File: config.mk
export PLATFORM = sky130hd
export DESIGN_NAME = rtu_frame_receiver
export DESIGN_NICKNAME = d
export VERILOG_FILES = /design/src/rfr_pkg.sv /design/src/rfr_datapath.sv /design/src/rfr_ctrl.sv /design/src/rtu_frame_receiver.sv
export SDC_FILE = /design/constraint.sdc
export NUM_CORES = 1
export LEC_CHECK = 0
export BUFFER_PORTS_ARGS = -buffer_cell sky130_fd_sc_hd__buf_2
export CAP_MARGIN = 20
export CORE_AREA = 5 5 238 240
export CTS_CLUSTER_SIZE = 40
export DETAILED_ROUTE_END_ITERATION = 7
export DIE_AREA = 0 0 243 245
export GPL_ROUTABILITY_DRIVEN = 0
export GPL_TIMING_DRIVEN = 0
export PLACE_DENSITY = 0.72
export SETUP_SLACK_MARGIN = 0.2
export SLEW_MARGIN = 40
export SYNTH_ARGS = -nofsm -noshare
export SYNTH_HDL_FRONTEND = slang
export SYNTH_SLANG_ARGS = --single-unit
File: constraint.sdc
create_clock -name clk_i -period 3.7 [get_ports clk_i]
set_input_delay 1.11 -clock clk_i [delete_from_list [all_inputs] [get_ports clk_i]]
set_output_delay 1.11 -clock clk_i [all_outputs]
set_load 0.05 [all_outputs]
File: src/rfr_pkg.sv
// Shared types, constants and the CRC-16 step for the RTU frame receiver.
package rfr_pkg;

  // Frame buffer depth and the counter widths that follow from it.
  localparam int FRAME_BYTES = 64;
  localparam int CNT_W       = $clog2(FRAME_BYTES + 1);
  localparam int IDX_W       = $clog2(FRAME_BYTES);

  // Fixed field widths of the ports.
  localparam int CFG_IDX_W   = 2;
  localparam int CFG_DATA_W  = 16;
  localparam int BYTE_IDX_W  = 6;
  localparam int FRAME_LEN_W = 7;

  // Configuration register indexes.
  localparam logic [CFG_IDX_W-1:0] CFG_OWN_ADDR   = 2'd0;
  localparam logic [CFG_IDX_W-1:0] CFG_BCAST_ADDR = 2'd1;
  localparam logic [CFG_IDX_W-1:0] CFG_SILENCE    = 2'd2;

  // Configuration reset values.
  localparam logic [7:0]  OWN_ADDR_RST   = 8'd1;
  localparam logic [7:0]  BCAST_ADDR_RST = 8'd0;
  localparam logic [15:0] SILENCE_RST    = 16'd70;

  // Input item type codes.
  localparam logic REQ_BYTE = 1'b0;
  localparam logic REQ_TICK = 1'b1;

  // Result kind codes.
  localparam logic KIND_BYTE   = 1'b0;
  localparam logic KIND_REJECT = 1'b1;

  // Reject reason codes.
  localparam logic [1:0] REASON_NONE = 2'd0;
  localparam logic [1:0] REASON_ADDR = 2'd1;
  localparam logic [1:0] REASON_CRC  = 2'd2;

  // Modbus CRC-16 constants.
  localparam logic [15:0] CRC_INIT = 16'hFFFF;
  localparam logic [15:0] CRC_POLY = 16'hA001;

  // Controller states.
  typedef enum logic [1:0] {
    S_IDLE,
    S_READ,
    S_LOAD,
    S_REJ
  } rfr_state_e;

  // Commands from the controller to the datapath.
  typedef struct packed {
    logic accept;     // an input item is taken this cycle
    logic idx_clr;    // restart the readout index
    logic idx_inc;    // step the readout index
    logic rd_en;      // read the buffer at the readout index
    logic load_byte;  // load a frame byte into the output register
    logic load_rej;   // load a reject status into the output register
  } rfr_cmd_t;

  // Status from the datapath to the controller.
  typedef struct packed {
    logic end_frame;  // the offered item ends the current frame
    logic reject;     // the frame so ended fails a check
    logic last_byte;  // the readout index is at the final byte
    logic out_free;   // the output register can take a result
  } rfr_sts_t;

  // Fold one byte into a reflected CRC-16, one bit per step.
  function automatic logic [15:0] crc_fold(input logic [15:0] crc, input logic [7:0] b);
    logic [15:0] c;
    c = crc ^ {8'd0, b};
    for (int k = 0; k < 8; k++) begin
      if (c[0]) begin
        c = (c >> 1) ^ CRC_POLY;
      end else begin
        c = c >> 1;
      end
    end
    return c;
  endfunction

endpackage

File: src/rfr_datapath.sv
// Datapath: configuration, frame buffer, CRC, silence timer and output register.
module rfr_datapath import rfr_pkg::*; (
  input  logic                   clk_i,
  input  logic                   rst_ni,
  input  rfr_cmd_t               cmd_i,
  output rfr_sts_t               sts_o,
  input  logic                   req_type_i,
  input  logic [7:0]             rx_byte_i,
  input  logic                   cfg_valid_i,
  input  logic [CFG_IDX_W-1:0]   cfg_index_i,
  input  logic [CFG_DATA_W-1:0]  cfg_data_i,
  input  logic                   out_ready_i,
  output logic                   out_valid_o,
  output logic                   kind_o,
  output logic [7:0]             data_byte_o,
  output logic [BYTE_IDX_W-1:0]  byte_index_o,
  output logic [FRAME_LEN_W-1:0] frame_len_o,
  output logic [1:0]             reject_reason_o,
  output logic                   last_o
);

  // Configuration registers.
  logic [7:0]  own_q, bcast_q;
  logic [15:0] silence_q;

  // Frame state.
  logic [7:0]       mem_q [FRAME_BYTES];
  logic [CNT_W-1:0] count_q;
  logic [15:0]      crc_q;
  logic [15:0]      timer_q;
  logic             run_q;
  logic [7:0]       first_q;

  // Ended frame and readout.
  logic [CNT_W-1:0] len_q;
  logic [1:0]       reason_q;
  logic [IDX_W-1:0] idx_q;
  logic [7:0]       rd_q;

  // Output register.
  logic                   out_valid_q;
  logic                   kind_q;
  logic [7:0]             data_q;
  logic [BYTE_IDX_W-1:0]  bidx_q;
  logic [FRAME_LEN_W-1:0] flen_q;
  logic [1:0]             oreason_q;
  logic                   last_q;

  // Next-value terms for the offered item.
  logic [15:0]      crc_fold_d;
  logic [CNT_W-1:0] count_inc;
  logic [7:0]       first_sel;
  logic [15:0]      timer_inc;
  logic             end_now;
  logic [15:0]      crc_end;
  logic [7:0]       first_end;
  logic [CNT_W-1:0] len_end;
  logic             addr_bad, crc_bad;
  logic [1:0]       reason_end;
  logic             is_byte;

  // Work out whether the offered item ends the frame, and how it is judged.
  always_comb begin
    is_byte    = (req_type_i == REQ_BYTE);
    crc_fold_d = crc_fold(crc_q, rx_byte_i);
    count_inc  = count_q + CNT_W'(1);
    first_sel  = (count_q == '0) ? rx_byte_i : first_q;
    timer_inc  = (timer_q != 16'hFFFF) ? timer_q + 16'd1 : timer_q;
    if (is_byte) begin
      end_now   = (count_inc == CNT_W'(FRAME_BYTES));
      crc_end   = crc_fold_d;
      first_end = first_sel;
      len_end   = count_inc;
    end else begin
      end_now   = run_q && (timer_inc >= silence_q);
      crc_end   = crc_q;
      first_end = first_q;
      len_end   = count_q;
    end
    addr_bad = (first_end != own_q) && (first_end != bcast_q);
    crc_bad  = (crc_end != 16'd0);
    if (addr_bad) begin
      reason_end = REASON_ADDR;
    end else if (crc_bad) begin
      reason_end = REASON_CRC;
    end else begin
      reason_end = REASON_NONE;
    end
  end

  // Status toward the controller.
  always_comb begin
    sts_o.end_frame = end_now;
    sts_o.reject    = addr_bad || crc_bad;
    sts_o.last_byte = ((CNT_W'(idx_q) + CNT_W'(1)) == len_q);
    sts_o.out_free  = !out_valid_q || out_ready_i;
  end

  // Configuration writes.
  always_ff @(posedge clk_i or negedge rst_ni) begin
    if (!rst_ni) begin
      own_q     <= OWN_ADDR_RST;
      bcast_q   <= BCAST_ADDR_RST;
      silence_q <= SILENCE_RST;
    end else if (cfg_valid_i) begin
      case (cfg_index_i)
        CFG_OWN_ADDR:   own_q     <= cfg_data_i[7:0];
        CFG_BCAST_ADDR: bcast_q   <= cfg_data_i[7:0];
        CFG_SILENCE:    silence_q <= cfg_data_i;
        default: ;
      endcase
    end
  end

  // Frame state update for each accepted item.
  always_ff @(posedge clk_i or negedge rst_ni) begin
    if (!rst_ni) begin
      count_q  <= '0;
      crc_q    <= CRC_INIT;
      timer_q  <= '0;
      run_q    <= 1'b0;
      first_q  <= '0;
      len_q    <= '0;
      reason_q <= REASON_NONE;
    end else if (cmd_i.accept) begin
      if (end_now) begin
        count_q  <= '0;
        crc_q    <= CRC_INIT;
        timer_q  <= '0;
        run_q    <= 1'b0;
        len_q    <= len_end;
        reason_q <= reason_end;
      end else if (is_byte) begin
        count_q <= count_inc;
        crc_q   <= crc_fold_d;
        timer_q <= '0;
        run_q   <= 1'b1;
        first_q <= first_sel;
      end else if (run_q) begin
        timer_q <= timer_inc;
      end
    end
  end

  // Frame buffer: written at the fill count, read at the readout index.
  always_ff @(posedge clk_i) begin
    if (cmd_i.accept && is_byte) begin
      mem_q[count_q[IDX_W-1:0]] <= rx_byte_i;
    end
    if (cmd_i.rd_en) begin
      rd_q <= mem_q[idx_q];
    end
  end

  // Readout index.
  always_ff @(posedge clk_i or negedge rst_ni) begin
    if (!rst_ni) begin
      idx_q <= '0;
    end else if (cmd_i.idx_clr) begin
      idx_q <= '0;
    end else if (cmd_i.idx_inc) begin
      idx_q <= idx_q + IDX_W'(1);
    end
  end

  // Output register holds one result until it is taken.
  always_ff @(posedge clk_i or negedge rst_ni) begin
    if (!rst_ni) begin
      out_valid_q <= 1'b0;
      kind_q      <= KIND_BYTE;
      data_q      <= '0;
      bidx_q      <= '0;
      flen_q      <= '0;
      oreason_q   <= REASON_NONE;
      last_q      <= 1'b0;
    end else if (cmd_i.load_rej) begin
      out_valid_q <= 1'b1;
      kind_q      <= KIND_REJECT;
      data_q      <= '0;
      bidx_q      <= '0;
      flen_q      <= FRAME_LEN_W'(len_q);
      oreason_q   <= reason_q;
      last_q      <= 1'b1;
    end else if (cmd_i.load_byte) begin
      out_valid_q <= 1'b1;
      kind_q      <= KIND_BYTE;
      data_q      <= rd_q;
      bidx_q      <= BYTE_IDX_W'(idx_q);
      flen_q      <= FRAME_LEN_W'(len_q);
      oreason_q   <= REASON_NONE;
      last_q      <= sts_o.last_byte;
    end else if (out_ready_i) begin
      out_valid_q <= 1'b0;
    end
  end

  assign out_valid_o     = out_valid_q;
  assign kind_o          = kind_q;
  assign data_byte_o     = data_q;
  assign byte_index_o    = bidx_q;
  assign frame_len_o     = flen_q;
  assign reject_reason_o = oreason_q;
  assign last_o          = last_q;

  // The fill count never rests at a full buffer.
  a_count_range: assert property (@(posedge clk_i) disable iff (!rst_ni)
    count_q < CNT_W'(FRAME_BYTES))
    else $error("frame fill count reached buffer depth");

  // A running timer implies a frame with at least one byte.
  a_run_nonempty: assert property (@(posedge clk_i) disable iff (!rst_ni)
    run_q |-> (count_q != '0))
    else $error("silence timer runs on an empty frame");

  // A held result is dropped only after the receiver took it.
  a_out_hold: assert property (@(posedge clk_i) disable iff (!rst_ni)
    $fell(out_valid_q) |-> $past(out_ready_i))
    else $error("result dropped without being taken");

endmodule

File: src/rfr_ctrl.sv
// Controller: takes items, then walks an ended frame out of the buffer.
module rfr_ctrl import rfr_pkg::*; (
  input  logic     clk_i,
  input  logic     rst_ni,
  input  logic     in_valid_i,
  output logic     in_ready_o,
  input  rfr_sts_t sts_i,
  output rfr_cmd_t cmd_o
);

  rfr_state_e state_q, state_d;

  // State register.
  always_ff @(posedge clk_i or negedge rst_ni) begin
    if (!rst_ni) begin
      state_q <= S_IDLE;
    end else begin
      state_q <= state_d;
    end
  end

  // Next state and commands.
  always_comb begin
    state_d    = state_q;
    cmd_o      = '0;
    in_ready_o = 1'b0;
    case (state_q)
      S_IDLE: begin
        in_ready_o   = 1'b1;
        cmd_o.accept = in_valid_i;
        if (in_valid_i && sts_i.end_frame) begin
          cmd_o.idx_clr = 1'b1;
          state_d       = sts_i.reject ? S_REJ : S_READ;
        end
      end
      S_READ: begin
        cmd_o.rd_en = 1'b1;
        state_d     = S_LOAD;
      end
      S_LOAD: begin
        if (sts_i.out_free) begin
          cmd_o.load_byte = 1'b1;
          if (sts_i.last_byte) begin
            state_d = S_IDLE;
          end else begin
            cmd_o.idx_inc = 1'b1;
            state_d       = S_READ;
          end
        end
      end
      S_REJ: begin
        if (sts_i.out_free) begin
          cmd_o.load_rej = 1'b1;
          state_d        = S_IDLE;
        end
      end
      default: state_d = S_IDLE;
    endcase
  end

  // A failed check always leads to a single status result.
  a_rej_path: assert property (@(posedge clk_i) disable iff (!rst_ni)
    (cmd_o.accept && sts_i.end_frame && sts_i.reject) |=> (state_q == S_REJ))
    else $error("rejected frame did not enter status state");

  // Every buffer read is followed by the load state.
  a_read_load: assert property (@(posedge clk_i) disable iff (!rst_ni)
    cmd_o.rd_en |=> (state_q == S_LOAD))
    else $error("buffer read not followed by load");

  // A result is loaded only into a free output register.
  a_load_free: assert property (@(posedge clk_i) disable iff (!rst_ni)
    (cmd_o.load_byte || cmd_o.load_rej) |-> sts_i.out_free)
    else $error("result loaded over a pending one");

endmodule

File: src/rtu_frame_receiver.sv
// Top level of the RTU frame receiver: controller plus datapath.
//
// Input channel (in_valid_i/in_ready_o): each item is a received byte
// (req_type_i low, rx_byte_i) or one 50 us timer tick (req_type_i high).
// Bytes collect in a 64-byte frame buffer with a running CRC-16; a byte
// restarts the silence timer. A tick that brings the timer to silence_ticks,
// or the byte that fills the buffer, ends the frame.
// Output channel (out_valid_o/out_ready_i): a rejected frame gives one
// status item; an accepted frame gives one item per byte, last_o on the end.
// Config (always ready): cfg_index_i 0 own address, 1 broadcast address, 2
// silence ticks. The user writes only while the block is idle, unenforced.
// An item that does not end a frame leaves input ready. An ending item
// stalls input in S_REJ on a reject, or through S_READ and S_LOAD per frame
// byte on readout, set by the single buffer read port and its registered
// read data. The first result loads from S_REJ, or after S_READ from S_LOAD.
// A stalled receiver holds the output register and pauses the readout.
// Reset clears the frame, the timer and the output register and restores the
// configuration defaults; the buffer needs no clearing.
module rtu_frame_receiver import rfr_pkg::*; (
  input  logic                   clk_i,
  input  logic                   rst_ni,
  input  logic                   in_valid_i,
  output logic                   in_ready_o,
  input  logic                   req_type_i,
  input  logic [7:0]             rx_byte_i,
  output logic                   out_valid_o,
  input  logic                   out_ready_i,
  output logic                   kind_o,
  output logic [7:0]             data_byte_o,
  output logic [BYTE_IDX_W-1:0]  byte_index_o,
  output logic [FRAME_LEN_W-1:0] frame_len_o,
  output logic [1:0]             reject_reason_o,
  output logic                   last_o,
  input  logic                   cfg_valid_i,
  output logic                   cfg_ready_o,
  input  logic [CFG_IDX_W-1:0]   cfg_index_i,
  input  logic [CFG_DATA_W-1:0]  cfg_data_i
);

  rfr_cmd_t cmd;
  rfr_sts_t sts;

  // Configuration writes are always taken.
  assign cfg_ready_o = 1'b1;

  rfr_ctrl u_ctrl (
    .clk_i      (clk_i),
    .rst_ni     (rst_ni),
    .in_valid_i (in_valid_i),
    .in_ready_o (in_ready_o),
    .sts_i      (sts),
    .cmd_o      (cmd)
  );

  rfr_datapath u_datapath (
    .clk_i           (clk_i),
    .rst_ni          (rst_ni),
    .cmd_i           (cmd),
    .sts_o           (sts),
    .req_type_i      (req_type_i),
    .rx_byte_i       (rx_byte_i),
    .cfg_valid_i     (cfg_valid_i),
    .cfg_index_i     (cfg_index_i),
    .cfg_data_i      (cfg_data_i),
    .out_ready_i     (out_ready_i),
    .out_valid_o     (out_valid_o),
    .kind_o          (kind_o),
    .data_byte_o     (data_byte_o),
    .byte_index_o    (byte_index_o),
    .frame_len_o     (frame_len_o),
    .reject_reason_o (reject_reason_o),
    .last_o          (last_o)
  );

endmodule

==> reports/qor.txt <==
Worst-margin pin slew = 878 ps
Hold Buf Count CTS = 0
Post-Place Setup Slack = -620 ps
Minimum clock period = 3530 ps
CP Data Required Time = 3930 ps
Syn nets = 1533
Post-layout util = 56.5%
Syn_area_per_cell = 18.1 sq um
CP Capture Type = register
Clock tree sinks = 643
Die span in y = 245 microns
Max incr delay on CP = 810 ps
Via count = 14500
Crit path cell chain = nor2_1 > nand2_1 > nor2_2 > nand4b_1 > nor2_1
Final Instance Count excl. Fillers = 2384
Final Setup Violations = 0
Number of synthesized flops with an enable pin = 520
Clk_skew = 19.9 ps
H-Tree Depth = 3
Root Driver = clkbuf_16
Synth Area in Compound Gates = 3.52%
Residual DRC = 0
Ant diodes = 0
Initial antenna violation count = 0
Share of cells above drive strength 1 = 33.1%
Max Cap Viol = 0
Critical Path Start Type = register
Setup ws final = 173 ps
Critical path's slowest cell = nor2_1
Grt ovf = 0
Wire length per cell = 25.7 microns
Clock transition at the registers of the reported paths = 60 ps
Fin. max-slew vios = 0
Clk_lat worst skew = 600 ps
Peak VDD IR = 0.483 mV
Worst hold slack = 444 ps
Synth cell types = 69
Max Fanout on Critical Path = 10
CTS tree = yes
Worst path bufs/invs = 0
Simple-Gate Fraction of Synth Area = 4.89%
CP most frequent cell = nor2_1
DRT Wirelength = 61200 microns
Vias in the first global route = 14500
Core area = 54400 sq um
Initial DRT Pass Iterations = 5
Syn. warnings = 0
RSZ-0062 raised after global routing = yes
Port bufs = 57
Post-DRT Antenna Nets = 0
DIE AREA = 59500 sq um
Starting Density = 49.2%
Placed inst area = 28100 sq um
Layout area overhead = 15.0%
Final Hold Fails = 0
Outcome = complete, no violations
Hold/Removal Path Class = input port to async pin
Fraction of the mapped netlist area in adder cells = 0.935%
FMAX = 0.284 GHz
Delay-heaviest family, CP = simple AND/OR/NAND/NOR gates
Largest net degree at the start of global routing = 70
Flops & latches, synth = 643
Top FF cell, synth = edfxtp_1
Xor/xnor share of the synthesized area = 2.35%
Total CTS buffers = 66
Drt via density = 6.09
Overall Global Routing Usage = 20.5%
Chip Width = 243 microns
Final Cell Area = 30800 sq um
Largest family of logic cells by synthesized area = multiplexers
Critical Path AT = 3750 ps
Multiplexer share of the synthesized area = 16.5%
NumNets Final = 1680
Clock tree buffer depth = 3
Initial drt markers = 1597
Placed cells = 2249
IO Pins = 60
Final period utilization = 95.3%
DP HPWL = 39200 microns
Row cnt = 86
Post-Syn Instances = 1481
Pwr dens = 728 nW/um^2
Leak pwr = 10.6 nW
First-pass GRT wire length = 92200 microns
Max_slew headroom = 41.2%
Crit path kind = register to register
Sequential area share after synthesis = 69.9%
Async set or reset register ratio after synthesis = 19.1%
Syn Std Cell Area = 26800 sq um
## synth_stat cells (24+ instances only)
| cell | number | area, sq um |
|---|---|---|
| a21oi_1 | 25 | 125 |
| clkbuf_1 | 44 | 165 |
| dfrtp_1 | 103 | 2580 |
| edfxtp_1 | 520 | 15600 |
| inv_1 | 32 | 120 |
| mux2_2 | 39 | 439 |
| mux4_2 | 168 | 3780 |
| nand2_1 | 62 | 233 |
| nand3_1 | 35 | 175 |
| nor2_1 | 95 | 357 |
| o21ai_0 | 27 | 135 |
| xnor2_1 | 24 | 210 |
## power by group
group | leakage, nW | internal [W] | total, W | switching (W)
clock network | 1.06 | 0.00390 | 0.00668 | 0.00278
logic | 3.34 | 0.00309 | 0.00707 | 0.00398
registers | 6.19 | 0.00835 | 0.00866 | 0.000305
total | 10.6 | 0.0153 | 0.0224 | 0.00706
## final cells by class
cell class	instances	area, sq um
fill	4079	23700
sequential	643	18700
multi-input combinational	726	7920
clock buffer	79	1750
tap	704	881
timing repair buffer	79	528
buffer	78	440
clock inverter	41	413
inverter	34	128
## per-layer routing
metal	up-vias	part of all wire, %	wire, microns	global-route usage, %
li1	6183	-	-	-
met3	105	6.8	4140	3.85
met1	7677	41	25300	29.3
met4	0	2.5	1560	5.19
met2	565	49	30200	33.2
met5	-	0	0	0
## sequential cells by signal, indices dropped and copies added (netlist names)
signal                      count
u_datapath.mem_q              512
u_datapath.crc_q               16
u_datapath.silence_q           16
u_datapath.timer_q             16
u_datapath.bcast_q              8
u_datapath.data_byte_o          8
u_datapath.first_q              8
u_datapath.own_q                8
u_datapath.rd_q                 8
u_datapath.count_q              7
u_datapath.frame_len_o          7
u_datapath.len_q                7
u_datapath.byte_index_o         6
u_datapath.idx_q                6
u_ctrl.state_q                  2
u_datapath.reason_q             2
u_datapath.reject_reason_o      2
u_datapath.kind_o               1
u_datapath.last_o               1
u_datapath.out_valid_o          1
u_datapath.run_q                1
## metrics by stage
step	setup TNS, ps	total power (W)
floorplan	0	0.0135
global placement	-151450	0.0155
detailed placement	-122650	0.0156
CTS	-219	0.0224
global route	0	0.0233
finish	0	0.0224
## timing repair
action,CTS,global route
pin swaps,6,10
setup buffers,6,6
endpoints found under the setup margin,329,427
gates cloned,1,1
gates resized for setup,73,46
## final timing paths
kind / startpoint / to / slack (ps) / cells after the start
setup / recovery: u_ctrl.state_q[1]$_DFFE_PN0P_ / u_datapath.mem_q[43][0]$_DFFE_PP_ / 170 / 5
hold / removal: rst_ni / u_datapath.data_byte_o[5]$_DFFE_PN0P_ / 440 / 1
setup reg to reg: u_ctrl.state_q[1]$_DFFE_PN0P_ / u_datapath.mem_q[43][0]$_DFFE_PP_ / 170 / 5
hold reg to reg: u_datapath.byte_index_o[1]$_DFFE_PN0P_ / u_datapath.byte_index_o[1]$_DFFE_PN0P_ / 480 / 2
max in group asynchronous: rst_ni / u_datapath.silence_q[2]$_DFFE_PN1P_ / 2480 / 2
min in group clk_i: u_datapath.byte_index_o[1]$_DFFE_PN0P_ / u_datapath.byte_index_o[1]$_DFFE_PN0P_ / 480 / 2
## cell usage in the layout (no fill, tap or decap), types with 8 or more instances in the layout
cell type and instances:
nor2_2 49, o21ai_0 27, a22o_1 9, xnor2_2 9, inv_1 32, xor2_1 23
clkinv_1 13, nand3_1 28, clkbuf_16 68, clkbuf_2 10, mux4_2 168, a21oi_1 22
buf_2 68, buf_6 12, dfrtp_1 101, mux2i_1 12, xnor2_1 23, o211ai_1 8
o21ai_1 11, buf_4 24, nor2_1 45, clkbuf_1 39, nand2b_1 23, dfstp_2 20
edfxtp_1 520, clkinv_2 13, mux2_2 39, a31oi_1 12, nor3_1 8, nand2_1 58
ha_1 19
## kinds of logic (layout without fill, tap and decap cells)
group,after synthesis,after routing
other,1,1
multiplexers,226,226
XOR/XNOR,60,60
AO/OA/AOI/OAI,142,142
flip-flops,643,643
adder cells (fa/ha/maj),20,20
AND/OR/NAND/NOR,277,277
buffers and inverters,112,311
Power figures use the tool's default switching activity.
